[config.mk]
export PLATFORM = sky130hd
export DESIGN_NAME = rlim_ram
export DESIGN_NICKNAME = d
export VERILOG_FILES = /design/src/rtl/rlim_ram.sv
export SDC_FILE = /design/constraint.sdc
export NUM_CORES = 1
export LEC_CHECK = 0
export BUFFER_PORTS_ARGS = -buffer_cell sky130_fd_sc_hd__buf_2
export CAP_MARGIN = 30
export CORE_ASPECT_RATIO = 1.25
export CORE_MARGIN = 1
export CORE_UTILIZATION = 36
export CTS_CLUSTER_DIAMETER = 200
export DETAILED_ROUTE_END_ITERATION = 16
export PLACE_DENSITY_LB_ADDON = 0.08
export SETUP_SLACK_MARGIN = 0.02
export SYNTH_ARGS = -nofsm -noshare
export SYNTH_HDL_FRONTEND = slang
export SYNTH_SLANG_ARGS = --single-unit
[constraint.sdc]
create_clock -name clk -period 2.1 [get_ports clk]
set_input_delay 0.21 -clock clk [delete_from_list [all_inputs] [get_ports clk]]
set_output_delay 0.21 -clock clk [all_outputs]
set_load 0.01 [all_outputs]
[src/rtl/rlim_ram.sv]
// ----------------------------------------------------------------------------
// rlim_ram
// Single-port-write, single-port-read table memory with registered read data.
// ----------------------------------------------------------------------------
`default_nettype none

module rlim_ram #(
  parameter int DEPTH = 64,
  parameter int WIDTH = 8
) (
  input  wire logic                     clk,
  input  wire logic                     wr_en,
  input  wire logic [$clog2(DEPTH)-1:0] wr_addr,
  input  wire logic [WIDTH-1:0]         wr_data,
  input  wire logic                     rd_en,
  input  wire logic [$clog2(DEPTH)-1:0] rd_addr,
  output logic      [WIDTH-1:0]         rd_data
);

  logic [WIDTH-1:0] mem [DEPTH];

  // write port
  always_ff @(posedge clk) begin
    if (wr_en) begin
      mem[wr_addr] <= wr_data;
    end
  end

  // read port, registered read data
  always_ff @(posedge clk) begin
    if (rd_en) begin
      rd_data <= mem[rd_addr];
    end
  end

endmodule

`default_nettype wire

# == Word-level counts from Yosys, hierarchy flattened ==
# Memory sizes are Yosys's and may differ from the RTL's. A register that Yosys moved wholly into a read port is not among the register bits.
# Cells that the tools add are included.
# word_totals
register_bits,0
ram_bits,512
in_bits,23
memories,1
# memory_table
memory,words,width,rd,rd_clocked_by_memory_dff,wr,line,rtl
mem,64,8,1,1,1,20,logic [WIDTH-1:0] mem [DEPTH];
# classes
mux,2
# op_table
op,count
1-bit two-way mux,2

# == Logic depth before layout (Yosys ltp) ==
# depth
ltp_word,2
ltp_mapped,9
mapped_depth_nobuf,5

# == Worst setup path before layout ==
# No wires, ideal clock.
# synth_timing
path_kind,input-to-reg
from,input rd_addr[1]
to,"register rd_data[3], read port of mem (data pin)"
arrival_ps,1750
required_time_ps,1834
path_slack_ps,84
stages,7
n_path_buf,3
path_cell_list,buf_4 buf_2 buf_2 mux4_2 mux4_2 o21ai_1 o41ai_1
# synth_lines
element,line,rtl
from (decl),16,"input wire logic [$clog2(DEPTH)-1:0] rd_addr,"
to (decl),17,output logic [WIDTH-1:0] rd_data

==> flow_metrics.tcl <==
set metrics [dict create \
    status "finished clean" \
    synth-edff-count 520 \
    ant_nets 0 \
    p_sw_mw 4.64 \
    async_reset_ff_frac 0 \
    antenna_found_initial 0 \
    crit_chain "mux4_2 > mux4_2 > nor2_4 > nor3_1 > o2bb2ai_2" \
    wl_per_cell_um 26.7 \
    gr-total-overflow 0 \
    numCtsBuffers 53 \
    pwr-share-clk 0.413 \
    routed_wl_um 50800 \
    max_slew_margin 0.493 \
    final_core_util 0.436 \
    syn-instance-count 940 \
    drive_above_1_share 0.348 \
    synth-seq-area-share 0.771 \
    cp-start-kind "flop" \
    r2r_end "rd_data[0]" \
    grt_pass1_vias 10400 \
    leakage_nw 7.77 \
    fin_tns_setup_ns 0 \
    holdCritPathClass "input port to flop" \
    dr.pass1.iters 4 \
    max_cap_violations 0 \
    period_minus_slack_ns 2.03 \
    comb_power_share 0.057 \
    finClkSkew_ns 0.0159 \
    worstMarginPinSlew_ns 0.761 \
    synth-main-ff-cell "edfxtp_1" \
    synth_seq_cells 520 \
    die_h_um 267 \
    r2r_slack_ns 0.07 \
    path_buf_inv 0 \
    ys.warnings.count 0 \
    fmax_ghz 0.493 \
    insertion_delay_ns 0.59 \
    avgSynthCellArea_um2 21.5 \
    arrival_ns 2.36 \
    rsz0062_at_grt "yes" \
    netlist-cell-type-count 39 \
    grt_util_all_layers 0.182 \
    worstReg2RegStart "mem[7][0]" \
    diodes 0 \
    sw_frac_of_total 0.213 \
    cts_tree "done" \
    final.fill_count 4842 \
    cp_slowest_stage_delay_ns 0.57 \
    rows 96 \
    via_per_inst 5.13 \
    crit_path_top_delay_cell "mux4_2" \
    io_pins 31 \
    critical_path.most_common_cell "mux4_2" \
    synth_fp_nets 963 \
    syn-cell-area_mm2 0.0202 \
    core-area_mm2 0.0553 \
    r2r_cells 5 \
    post-route-period-util 0.966 \
    intPower_mw 17.1 \
    nets 1154 \
    die_area_mm2 0.0572 \
    cpLargestDelayFamily "multiplexers" \
    endpoint_kind "flop" \
    grt_pass1_wl_um 74300 \
    gp_congestion 0.789 \
    irDropWorstVdd_v 0.000611 \
    initial_core_util 0.366 \
    endpoint "rd_data[0]" \
    cts_sinks 520 \
    syn2layout_area_growth_pct 19.0 \
    cts_max_level 2 \
    seq_power_share 0.530 \
    crit_path_start "mem[7][0]" \
    setup_viol 0 \
    clock_path_buffers 3 \
    drt_iter0_markers 746 \
    dr_total_vias 9773 \
    die_w_um 214 \
    multi_input_area_mm2 0.00436 \
    p_per_area_mw_per_mm2 904 \
    cts-root-buf "clkbuf_16" \
    worstSetupPathType "flop to flop" \
    hold_violations 0 \
    maxSlewViolCount 0 \
    grt_max_degree 65 \
    cp_max_fo 1 \
    dpl.hpwl_um 32900 \
    worst-path-stages 5 \
    clkSlewWorstSetupHoldPaths_ns 0.06 \
    seq_area_mm2 0.0156 \
    io_buffers 30 \
    drc 0 \
    crit_required_ns 2.43 \
]
through the flow:
step                cells  hold WS [ns]  power (mW)  setup slack, ns  cell area [um2]
global route         1904         0.110        22.5           0.0126            24100
global placement     1810         0.620        13.0           -0.470            22400
detailed placement   1810         0.610        13.0           -0.448            22400
floorplan             940         0.309        12.4           0.0837            20200
CTS                  1904        0.0988        22.1           0.0141            24100
finish               1904         0.103        21.8           0.0713            24100
state kept, by name, summed over array words and instances, names as in the netlist:
name,cells
mem,512
rd_data,8
power by group through the flow:
stage               logic, mW  registers, mW  clock network (mW)
floorplan               0.613           11.8                   0
global placement         1.27           11.8                   0
detailed placement       1.27           11.8                   0
CTS                      1.29           11.5                9.27
global route             1.35           11.5                9.61
finish                   1.25           11.5                9.00
how the worst min path moves through the flow:
| stage | startpoint | to | slack (ns) | depth (start not counted) |
|---|---|---|---|---|
| 4_1_cts | wr_data[7] | mem[21][7] | 0.1 | 2 |
| 3_5_place_dp | rd_en | rd_data[0] | 0.61 | 1 |
| 2_1_floorplan | wr_data[0] | mem[0][0] | 0.31 | 0 |
| 3_3_place_gp | rd_en | rd_data[0] | 0.62 | 1 |
| 5_1_grt | wr_data[7] | mem[22][7] | 0.11 | 2 |
| 6_report | wr_data[3] | mem[54][3] | 0.10 | 2 |
kinds of logic (layout without fill, tap and decap cells):
family	Yosys count	after routing	share of synthesized area
compound gates	54	54	0.0206
mux	162	162	0.159
simple gates	153	153	0.0337
flops	520	520	0.771
buf+inv	51	280	0.0156
synthesized netlist by cell type (all sizes together) (3+ instances only):
library cell | instances | share of area
a211oi | 4 | 0.0015
a21oi | 3 | 0.00074
a221oi | 6 | 0.0026
a22oi | 3 | 0.0011
buf | 34 | 0.012
clkbuf | 17 | 0.0032
edfxtp | 520 | 0.77
mux2 | 13 | 0.0072
mux2i | 23 | 0.011
mux4 | 126 | 0.14
nand2 | 19 | 0.0035
nand2b | 7 | 0.0022
nand3 | 13 | 0.0032
nand3b | 3 | 0.0011
nor2 | 83 | 0.015
nor2b | 14 | 0.0043
nor3 | 7 | 0.0017
o2111ai | 3 | 0.0013
o21ai | 4 | 0.00099
o221ai | 8 | 0.0035
o22ai | 8 | 0.0025
o2bb2ai | 3 | 0.0013
final cells by class:
class	instances	area share
Clock buffer	63	0.0584
Clock inverter	30	0.00919
Multi-Input combinational cell	369	0.181
Sequential cell	520	0.648
Tap cell	735	0.0382
Timing Repair Buffer	187	0.0652
repair_timing:
action | CTS | global route
hold endpoints to repair | 8 | 0
hold buffers | 1 | 0
pin swaps | 0 | 2
endpoints found under the setup margin | 3 | 6
resized for setup | 5 | 6
buffers inserted | 0 | 0
cloned | 0 | 0
placed cells by master, fill, tap and decap left out, types with 8 or more instances in the layout:
cell type	Yosys	layout
mux2_2	13	13
mux2i_1	23	23
clkinv_2	0	11
buf_2	11	27
clkbuf_1	17	8
o22ai_1	8	8
clkbuf_16	0	55
o221ai_1	8	8
nand3_1	13	13
buf_12	2	18
clkinv_1	0	12
mux4_2	126	126
nor2_1	83	81
edfxtp_1	520	520
buf_4	13	140
nor2b_1	14	14
nand2_1	19	19
metal layers:
metal,global-route usage,wire length [um],part of all wire,vias up
met1,0.245,22400,0.44,5219
met4,0.0471,926,0.018,0
met2,0.311,25700,0.51,188
li1,-,-,-,4307
met3,0.0252,1770,0.035,59
met5,0,0,0,-
No activity file was read; power rests on OpenSTA's default activity.
