==> src/rtl/rlim_pkg.sv <==
// ----------------------------------------------------------------------------
// rlim_pkg
// Shared types and constants for the per-source connection rate limiter.
// ----------------------------------------------------------------------------
`default_nettype none

package rlim_pkg;

  localparam int ADDR_W    = 32;
  localparam int TIME_W    = 32;
  localparam int COUNT_W   = 8;
  localparam int MAXPS_W   = 8;
  localparam int COOL_W    = 16;
  localparam int VERDICT_W = 2;
  localparam int CFG_IDX_W = 8;
  localparam int CFG_DAT_W = 32;

  // register indexes on the configuration channel
  localparam logic [CFG_IDX_W-1:0] CFG_MAX_PER_SECOND = 8'd0;
  localparam logic [CFG_IDX_W-1:0] CFG_ALERT_COOLDOWN = 8'd1;

  localparam logic [MAXPS_W-1:0] MAX_PER_SECOND_RST = 8'd2;
  localparam logic [COOL_W-1:0]  ALERT_COOLDOWN_RST = 16'd30;

  localparam logic [COUNT_W-1:0] COUNT_SAT = '1;

  typedef enum logic [VERDICT_W-1:0] {
    VERDICT_ALLOW = 2'd0,
    VERDICT_BLOCK = 2'd1,
    VERDICT_ALERT = 2'd2
  } verdict_t;

  // one tracked source, as stored in a table word
  typedef struct packed {
    logic [ADDR_W-1:0]  tracked_address;
    logic [TIME_W-1:0]  seen_second;
    logic [TIME_W-1:0]  alerted_second;
    logic [COUNT_W-1:0] attempt_count;
  } entry_t;

  localparam int ENTRY_W = $bits(entry_t);

  // configuration register values
  typedef struct packed {
    logic [MAXPS_W-1:0] max_per_second;
    logic [COOL_W-1:0]  alert_cooldown;
  } cfg_t;

endpackage

`default_nettype wire

==> src/rtl/rlim_ctrl.sv <==
// ----------------------------------------------------------------------------
// rlim_ctrl
// Table sequencer: clears the table after reset, scans it for a source,
// updates the matching or replaced entry and registers the verdict.
// ----------------------------------------------------------------------------
`default_nettype none

module rlim_ctrl #(
  parameter int TABLE_ENTRIES = 64
) (
  input  wire logic                                clk,
  input  wire logic                                rst_n,
  input  wire rlim_pkg::cfg_t                      cfg,
  input  wire logic                                in_valid,
  output logic                                     in_ready,
  input  wire logic [rlim_pkg::ADDR_W-1:0]         in_source_address,
  input  wire logic [rlim_pkg::TIME_W-1:0]         in_now_seconds,
  output logic                                     out_valid,
  input  wire logic                                out_ready,
  output logic [rlim_pkg::VERDICT_W-1:0]           out_verdict,
  output logic                                     ram_wr_en,
  output logic [$clog2(TABLE_ENTRIES)-1:0]         ram_wr_addr,
  output logic [rlim_pkg::ENTRY_W-1:0]             ram_wr_data,
  output logic                                     ram_rd_en,
  output logic [$clog2(TABLE_ENTRIES)-1:0]         ram_rd_addr,
  input  wire logic [rlim_pkg::ENTRY_W-1:0]        ram_rd_data
);
  import rlim_pkg::*;

  localparam int IDX_W = $clog2(TABLE_ENTRIES);
  localparam logic [IDX_W-1:0] LAST_IDX = IDX_W'(TABLE_ENTRIES - 1);

  typedef enum logic [2:0] {
    ST_CLEAR,
    ST_IDLE,
    ST_SCAN,
    ST_UPDATE,
    ST_EMIT
  } state_t;

  state_t             state_r;
  logic [IDX_W-1:0]   idx_r;        // clear index, then scan issue index
  logic               issue_done_r; // last scan read issued
  logic               pend_r;       // read data valid this cycle
  logic [IDX_W-1:0]   pend_idx_r;
  logic [IDX_W-1:0]   rp_r;         // round-robin replace pointer
  logic [IDX_W-1:0]   ent_idx_r;
  logic               hit_r;
  entry_t             ent_r;
  logic [ADDR_W-1:0]  addr_r;
  logic [TIME_W-1:0]  now_r;
  verdict_t           verdict_r;
  logic               out_valid_r;
  verdict_t           out_verdict_r;

  entry_t             rd_ent;
  entry_t             new_ent;
  verdict_t           verdict_nxt;
  logic [COUNT_W-1:0] cnt_inc;
  logic [TIME_W-1:0]  elapsed;

  assign rd_ent = entry_t'(ram_rd_data);

  // work out the updated entry and the verdict
  always_comb begin
    new_ent     = ent_r;
    verdict_nxt = VERDICT_ALLOW;
    cnt_inc     = (ent_r.attempt_count != COUNT_SAT) ?
                  ent_r.attempt_count + COUNT_W'(1) : ent_r.attempt_count;
    elapsed     = now_r - ent_r.alerted_second;
    if (!hit_r) begin
      new_ent.tracked_address = addr_r;
      new_ent.seen_second     = now_r;
      new_ent.alerted_second  = '0;
      new_ent.attempt_count   = COUNT_W'(1);
    end else if (ent_r.seen_second == now_r) begin
      new_ent.attempt_count = cnt_inc;
      if (cnt_inc > cfg.max_per_second) begin
        if (elapsed >= TIME_W'(cfg.alert_cooldown)) begin
          new_ent.alerted_second = now_r;
          verdict_nxt            = VERDICT_ALERT;
        end else begin
          verdict_nxt = VERDICT_BLOCK;
        end
      end
    end else begin
      new_ent.seen_second   = now_r;
      new_ent.attempt_count = COUNT_W'(1);
    end
  end

  // memory port drive
  always_comb begin
    ram_wr_en   = 1'b0;
    ram_wr_addr = ent_idx_r;
    ram_wr_data = new_ent;
    ram_rd_en   = 1'b0;
    ram_rd_addr = idx_r;
    case (state_r)
      ST_CLEAR: begin
        ram_wr_en   = 1'b1;
        ram_wr_addr = idx_r;
        ram_wr_data = '0;
      end
      ST_SCAN: begin
        ram_rd_en = !issue_done_r;
      end
      ST_UPDATE: begin
        ram_wr_en = 1'b1;
      end
      default: begin
      end
    endcase
  end

  assign in_ready    = (state_r == ST_IDLE);
  assign out_valid   = out_valid_r;
  assign out_verdict = out_verdict_r;

  // sequencer and result register
  always_ff @(posedge clk) begin
    if (!rst_n) begin
      state_r      <= ST_CLEAR;
      idx_r        <= '0;
      issue_done_r <= 1'b0;
      pend_r       <= 1'b0;
      rp_r         <= '0;
      out_valid_r  <= 1'b0;
    end else begin
      // drop the result once taken; the emit state reloads it itself
      if (out_valid_r && out_ready && state_r != ST_EMIT) begin
        out_valid_r <= 1'b0;
      end
      case (state_r)
        ST_CLEAR: begin
          if (idx_r == LAST_IDX) begin
            idx_r   <= '0;
            state_r <= ST_IDLE;
          end else begin
            idx_r <= idx_r + IDX_W'(1);
          end
        end
        ST_IDLE: begin
          if (in_valid) begin
            addr_r       <= in_source_address;
            now_r        <= in_now_seconds;
            idx_r        <= '0;
            issue_done_r <= 1'b0;
            pend_r       <= 1'b0;
            state_r      <= ST_SCAN;
          end
        end
        ST_SCAN: begin
          pend_r     <= !issue_done_r;
          pend_idx_r <= idx_r;
          if (!issue_done_r) begin
            idx_r <= idx_r + IDX_W'(1);
            if (idx_r == LAST_IDX) begin
              issue_done_r <= 1'b1;
            end
          end
          // compare returned entry; lowest index wins
          if (pend_r) begin
            if (rd_ent.tracked_address == addr_r) begin
              hit_r     <= 1'b1;
              ent_idx_r <= pend_idx_r;
              ent_r     <= rd_ent;
              state_r   <= ST_UPDATE;
            end else if (pend_idx_r == LAST_IDX) begin
              hit_r     <= 1'b0;
              ent_idx_r <= rp_r;
              ent_r     <= rd_ent;
              state_r   <= ST_UPDATE;
            end
          end
        end
        ST_UPDATE: begin
          verdict_r <= verdict_nxt;
          if (!hit_r) begin
            rp_r <= (rp_r == LAST_IDX) ? '0 : rp_r + IDX_W'(1);
          end
          state_r <= ST_EMIT;
        end
        ST_EMIT: begin
          // hold until the output slot is free
          if (!out_valid_r || out_ready) begin
            out_valid_r   <= 1'b1;
            out_verdict_r <= verdict_r;
            state_r       <= ST_IDLE;
          end
        end
        default: begin
          state_r <= ST_IDLE;
        end
      endcase
    end
  end

endmodule

`default_nettype wire

==> config.mk <==
export PLATFORM = sky130hd
export DESIGN_NAME = rlim_ctrl
export DESIGN_NICKNAME = d
export VERILOG_FILES = /design/src/rtl/rlim_pkg.sv /design/src/rtl/rlim_ctrl.sv
export SDC_FILE = /design/constraint.sdc
export NUM_CORES = 1
export LEC_CHECK = 0
export ABC_AREA = 1
export BUFFER_PORTS_ARGS = -buffer_cell sky130_fd_sc_hd__buf_2
export CAP_MARGIN = 20
export CORE_ASPECT_RATIO = 0.8
export CORE_MARGIN = 3
export CORE_UTILIZATION = 47
export CTS_CLUSTER_SIZE = 30
export DETAILED_ROUTE_END_ITERATION = 10
export PLACE_DENSITY = 0.81
export SETUP_SLACK_MARGIN = 0.3
export SYNTH_ARGS = -nofsm -noshare
export SYNTH_HDL_FRONTEND = slang
export SYNTH_SLANG_ARGS = --single-unit
==> constraint.sdc <==
create_clock -name clk -period 23 [get_ports clk]
set_input_delay 4.6 -clock clk [delete_from_list [all_inputs] [get_ports clk]]
set_output_delay 4.6 -clock clk [all_outputs]
set_load 0.1 [all_outputs]
## After elaboration in Yosys (flattened, before gate mapping)

Cells that the tools add are included.

- Add/subtract/negate cells: 4
- Multipliers: 0
- Div/mod/pow operators: 0
- Order comparisons: 2
- Equal/unequal tests: 17
- Shifts and indexed selects: 0
- Mux-type cells: 38
- Bitwise gates (word level): 1
- Reduce and logical (&&, ||, !) cells: 20

Operators by type and width:

| cell | count |
|---|---|
| $mux W104 | 3 |
| $mux W32 | 5 |
| $mux W72 | 1 |
| $eq A32 B32 Y1 | 2 |
| $mux W6 | 7 |
| $ge A32 B16 Y1 | 1 |
| $sub A32 B32 Y32 | 1 |
| $eq A6 B6 Y1 const B | 3 |
| $mux W3 | 6 |
| $pmux W6 S3 | 1 |
| $mux W8 | 2 |
| $pmux W3 S5 | 1 |
| $add A6 B1 Y6 const B | 2 |
| $reduce_and A3 Y1 | 4 |
| $ne A2 B2 Y1 const B | 5 |
| $mux W1 | 9 |
| $add A8 B1 Y8 const B | 1 |
| $gt A8 B8 Y1 | 1 |
| $ne A8 B8 Y1 const B | 1 |
| $reduce_and A2 Y1 | 4 |
| $eq A3 B2 Y1 const B | 2 |
| $ne A3 B3 Y1 const B | 2 |
| $reduce_and A5 Y1 | 1 |
| $pmux W1 S2 | 2 |
| 12 further kinds | 15 |

- Register bits: 203
- Bits in latches: 0
- Memory bits (writable): 0
- Memory bits (read-only): 0
- Input bits: 196
- Memories: 0

## Logic depth before layout (Yosys ltp)

- Depth in word-level cells: 7
- Gate-level depth with buffers: 27

## Worst setup path after synthesis

OpenSTA, ideal clock, no wires.

- Kind: input port to output port
- Start: input cfg[13] (netlist bit)
- End: output ram_wr_data[21] (netlist bit)
- Data arrival time: 7.397 ns
- Slack: 11.003 ns
- Stages: 17
- Path through: inv_1 -> ha_1 -> a21oi_1 -> nor2_1 -> a211oi_1 -> nand2_1 -> nor2_1 -> nand2_1 -> nor2_1 -> nand2_1 -> a21oi_2 -> nand2_1 -> buf_6 -> buf_6 -> nand3_2 -> nand2_1 -> nor2_1

- Word-level cells in the longest chain between the ends: 6

RTL lines:

| element | line | source |
|---|---|---|
| start: declaration | rlim_ctrl.sv:13 | `input wire rlim_pkg::cfg_t cfg,` |
| $ge A32 B16 Y1 | rlim_ctrl.sv:79 | `if (elapsed >= TIME_W'(cfg.alert_cooldown)) begin` |
| $mux W32 | rlim_ctrl.sv:79 |  |
| $mux W32 | rlim_ctrl.sv:78 | `if (cnt_inc > cfg.max_per_second) begin` |
| $mux W32 | rlim_ctrl.sv:76 | `end else if (ent_r.seen_second == now_r) begin` |
| $mux W72 | rlim_ctrl.sv:71 | `if (!hit_r) begin` |
| $mux W104 | rlim_ctrl.sv:99 | `case (state_r)` |
| end: declaration | rlim_ctrl.sv:23 | `output logic [rlim_pkg::ENTRY_W-1:0] ram_wr_data,` |

No other way between the ends.

## Final worst setup path

- Start: input cfg[0] (netlist bit)
- End: output ram_wr_data[25] (netlist bit)

The elaborated chain is that of the path after synthesis.

==> results.sh <==
export IMPL_die_x_um=188.8
export IMPL_setup_viol=0
export IMPL_async_flop_share_pct=0
export IMPL_synth_top_area_share_pct=44.20
export IMPL_drv_slew=0
export IMPL_post_synth_inst_count=1567
export IMPL_synth_compound_area_share_pct=5.515
export IMPL_synth_xor_xnor_area_share_pct=4.460
export IMPL_wl_per_cell_um=17.26
export IMPL_period_share_pct=51.80
export IMPL_io_pins=318
export IMPL_yosysTopAreaCell="edfxtp_1"
export IMPL_grt_pass1_wl_um=59660
export IMPL_max_cap_violations=0
export IMPL_peakVddDrop_mv=0.06755
export IMPL_cts_buffer_depth=3
export IMPL_hold_class="flip-flop to flip-flop"
export IMPL_finClkSkew_ps=15.40
export IMPL_yosysWarnings=0
export IMPL_synthSimpleGateAreaFrac_pct=26.35
export IMPL_tightest_slew_ps=982.1
export IMPL_post_cts_buffers=0
export IMPL_syn_nets=1822
export IMPL_synth_area_top_cells="edfxtp_1 44%, nand2_1 14%, inv_1 9.0%"
export IMPL_synth_top_family_by_area="simple AND/OR/NAND/NOR gates"
export IMPL_cp_data_arrival_time_ps=7310
export IMPL_muxShareOfSynthArea_pct=0
export IMPL_drcViolationCount=0
export IMPL_final_common_cell="nand2_1"
export IMPL_synth_cell_type_count=42
export IMPL_mostFrequentLayoutCells="465 x nand2_1, 317 x buf_2, 300 x inv_1"
export IMPL_grt_antenna_before_repair=9
export IMPL_cp_common_cell="nand2_1"
export IMPL_status="finished clean"
export IMPL_start_kind="input port"
export IMPL_finalPower_uw=1001
export IMPL_hold_viol=0
export IMPL_rows=52
export IMPL_h_tree_depth=1
export IMPL_routed_wl_um=38950
export IMPL_via_per_inst=5.053
export IMPL_portBuffers=317
export IMPL_path_buf_inv=4
export IMPL_final_layout_size_suffix_gt1_share_pct=22.41
export IMPL_crit_fanout=53
export IMPL_holdBufCountCts=0
export IMPL_layout_nets=2141
export IMPL_syn_area_um2=12570
export IMPL_area_growth_pct=21.23
export IMPL_core_area_um2=25760
export IMPL_rsz0062_at_grt="false"
export IMPL_first_pass_iters=5
export IMPL_endpoint_kind="output port"
export IMPL_tritoncts="built"
export IMPL_synth_edf_count=185
export IMPL_critPathKind="input port to output port"
export IMPL_overflow=0
export IMPL_vias=11410
export IMPL_fp_dieArea_um2=28750
export IMPL_cts_root_buf="clkbuf_16"
export IMPL_initial_core_util_pct=48.78
export IMPL_clkSinkCount=203
export IMPL_ys_seq_elements=203
export IMPL_clock_fmax_mhz=83.93
export IMPL_timing_slew_headroom_pct=34.53
export IMPL_synth_flop_cell="edfxtp_1"
export IMPL_cp_cell_sequence="buf_2 -> ha_1 -> inv_1 -> nand2_1 -> nand2_1 -> nand2_1 -> nand2_1 -> nand2_1 -> nand2_1 -> nand2_1 -> nand2_1 -> nand2_1 -> nand2_1 -> nand2_1 -> nand2_1 -> nand2_1 -> a21oi_2 -> nand2_2 -> buf_4 -> a21oi_1 -> nor2_1 -> buf_2"
export IMPL_gp_congestion=0.9899
export IMPL_layout_min_cycle_time_ps=11910
export IMPL_antenna_left=0
export IMPL_p_leak_uw=0.007678
export IMPL_grt_total_usage_pct=26.30
export IMPL_ys_seq_area_share_pct=47.07
export IMPL_path_clk_slew_ps=60
export IMPL_max_stage_delay_ps=580
export IMPL_crit_family="buffers and inverters"
export IMPL_grt_max_degree=73
export IMPL_yosys_area_share_adder_pct=5.933
export IMPL_avgSynthCellArea_um2=8.021
export IMPL_powerDensity_nw_per_um2=65.70
export IMPL_cts_resized=0
export IMPL_drt_iter0_drc=967
export IMPL_insertion_delay_ps=520
export IMPL_fin_tns_setup_ps=0
export IMPL_grt_pass1_vias=11010
export IMPL_die_h_um=152.3
export IMPL_dp_hpwl_um=30800
export IMPL_slowest_stage="buf_4"
export IMPL_cp_data_required_time_ps=18400
export IMPL_numCtsBuffers=22
[cells in the mapped netlist (4+ instances only)]
master / count
nand2_1: 466
inv_1: 300
edfxtp_1: 185
nor2_1: 145
a21oi_1: 77
ha_1: 58
nand3_1: 46
xor2_1: 43
o21ai_0: 33
nand3_2: 23
clkbuf_1: 21
xnor2_1: 21
nor3_1: 20
nand4_1: 19
dfxtp_1: 18
or2_2: 11
nor4_1: 10
inv_2: 9
nor2_2: 8
buf_6: 6
nand2_2: 5
nor3_2: 5
a211oi_1: 4
buf_2: 4
nand3b_1: 4
[metrics by stage]
| stage | cells | hold slack, ps | cell area (um2) | utilization (%) | setup slack [ps] |
|---|---|---|---|---|---|
| after global routing | 2257 | 463.0 | 15240 | 59.14 | 10790 |
| final | 2257 | 451.0 | 15240 | 59.14 | 11090 |
| after floorplan | 1567 | 400.3 | 12570 | - | 11000 |
| after detailed placement | 2213 | 440.7 | 14530 | 56.38 | 11090 |
| after CTS | 2252 | 457.2 | 15220 | 59.09 | 11080 |
| after global placement | 2213 | 440.5 | 14530 | 56.38 | 11100 |
[power breakdown]
part	internal, uW	switching [uW]	total, uW
registers	407	4.02	411
clock network	192	146	338
logic	44.7	207	252
[worst reg2reg max path, delay by kind of cell, from the launching register on]
kind,cells,cell delay (ps)
simple gates,13,1390
fa+ha+maj,2,750
flops,1,560
compound gates,3,480
buf+inv,2,470
xor+xnor,1,170
[routing by layer]
layer / vias up / global-route usage [%] / part of all wire [%]
li1: 5600 / - / -
met1: 5196 / 36.47 / 43
met2: 519 / 41.31 / 45
met3: 82 / 5.658 / 9.5
met4: 8 / 8.614 / 3.0
met5: - / 0 / 0.11
[cell families (layout without fill, tap and decap cells)]
group / after synthesis / after routing
DFF: 203 / 203
AOI/OAI and AO/OA: 129 / 129
xor gates and xnor gates: 64 / 64
adders and majority gates: 59 / 59
other: 0 / 5
and+or+nand+nor: 768 / 768
buffers and inverters: 344 / 678
[worst paths after layout]
| path | endpoint | slack [ps] | start | depth (start not counted) |
|---|---|---|---|---|
| max reg2reg | verdict_r[0] | 19050 | now_r[11] | 21 |
| min | out_verdict[0] | 450 | verdict_r[0] | 0 |
| min reg2reg | out_verdict[0] | 450 | verdict_r[0] | 0 |
| max | ram_wr_data[25] | 11090 | cfg[0] | 22 |
[sequential cells by signal (all words and copies together), names as in the netlist]
register	cells
ram_rd_addr	6
ent_idx_r	6
out_verdict	2
now_r	32
addr_r	32
pend_idx_r	6
hit_r	1
out_valid	1
state_r	3
pend_r	1
rp_r	6
ent_r	104
verdict_r	2
issue_done_r	1
[layout make-up]
class	instances	area, um2
antenna	5	12.51
clock buffer	29	619.3
clock inverter	10	80.08
fill	2350	10530
inverter	312	1171
multi-input combinational	1020	5338
sequential	203	5916
tap	351	439.2
timing repair buffer	327	1662
No activity file was read; power rests on OpenSTA's default activity.
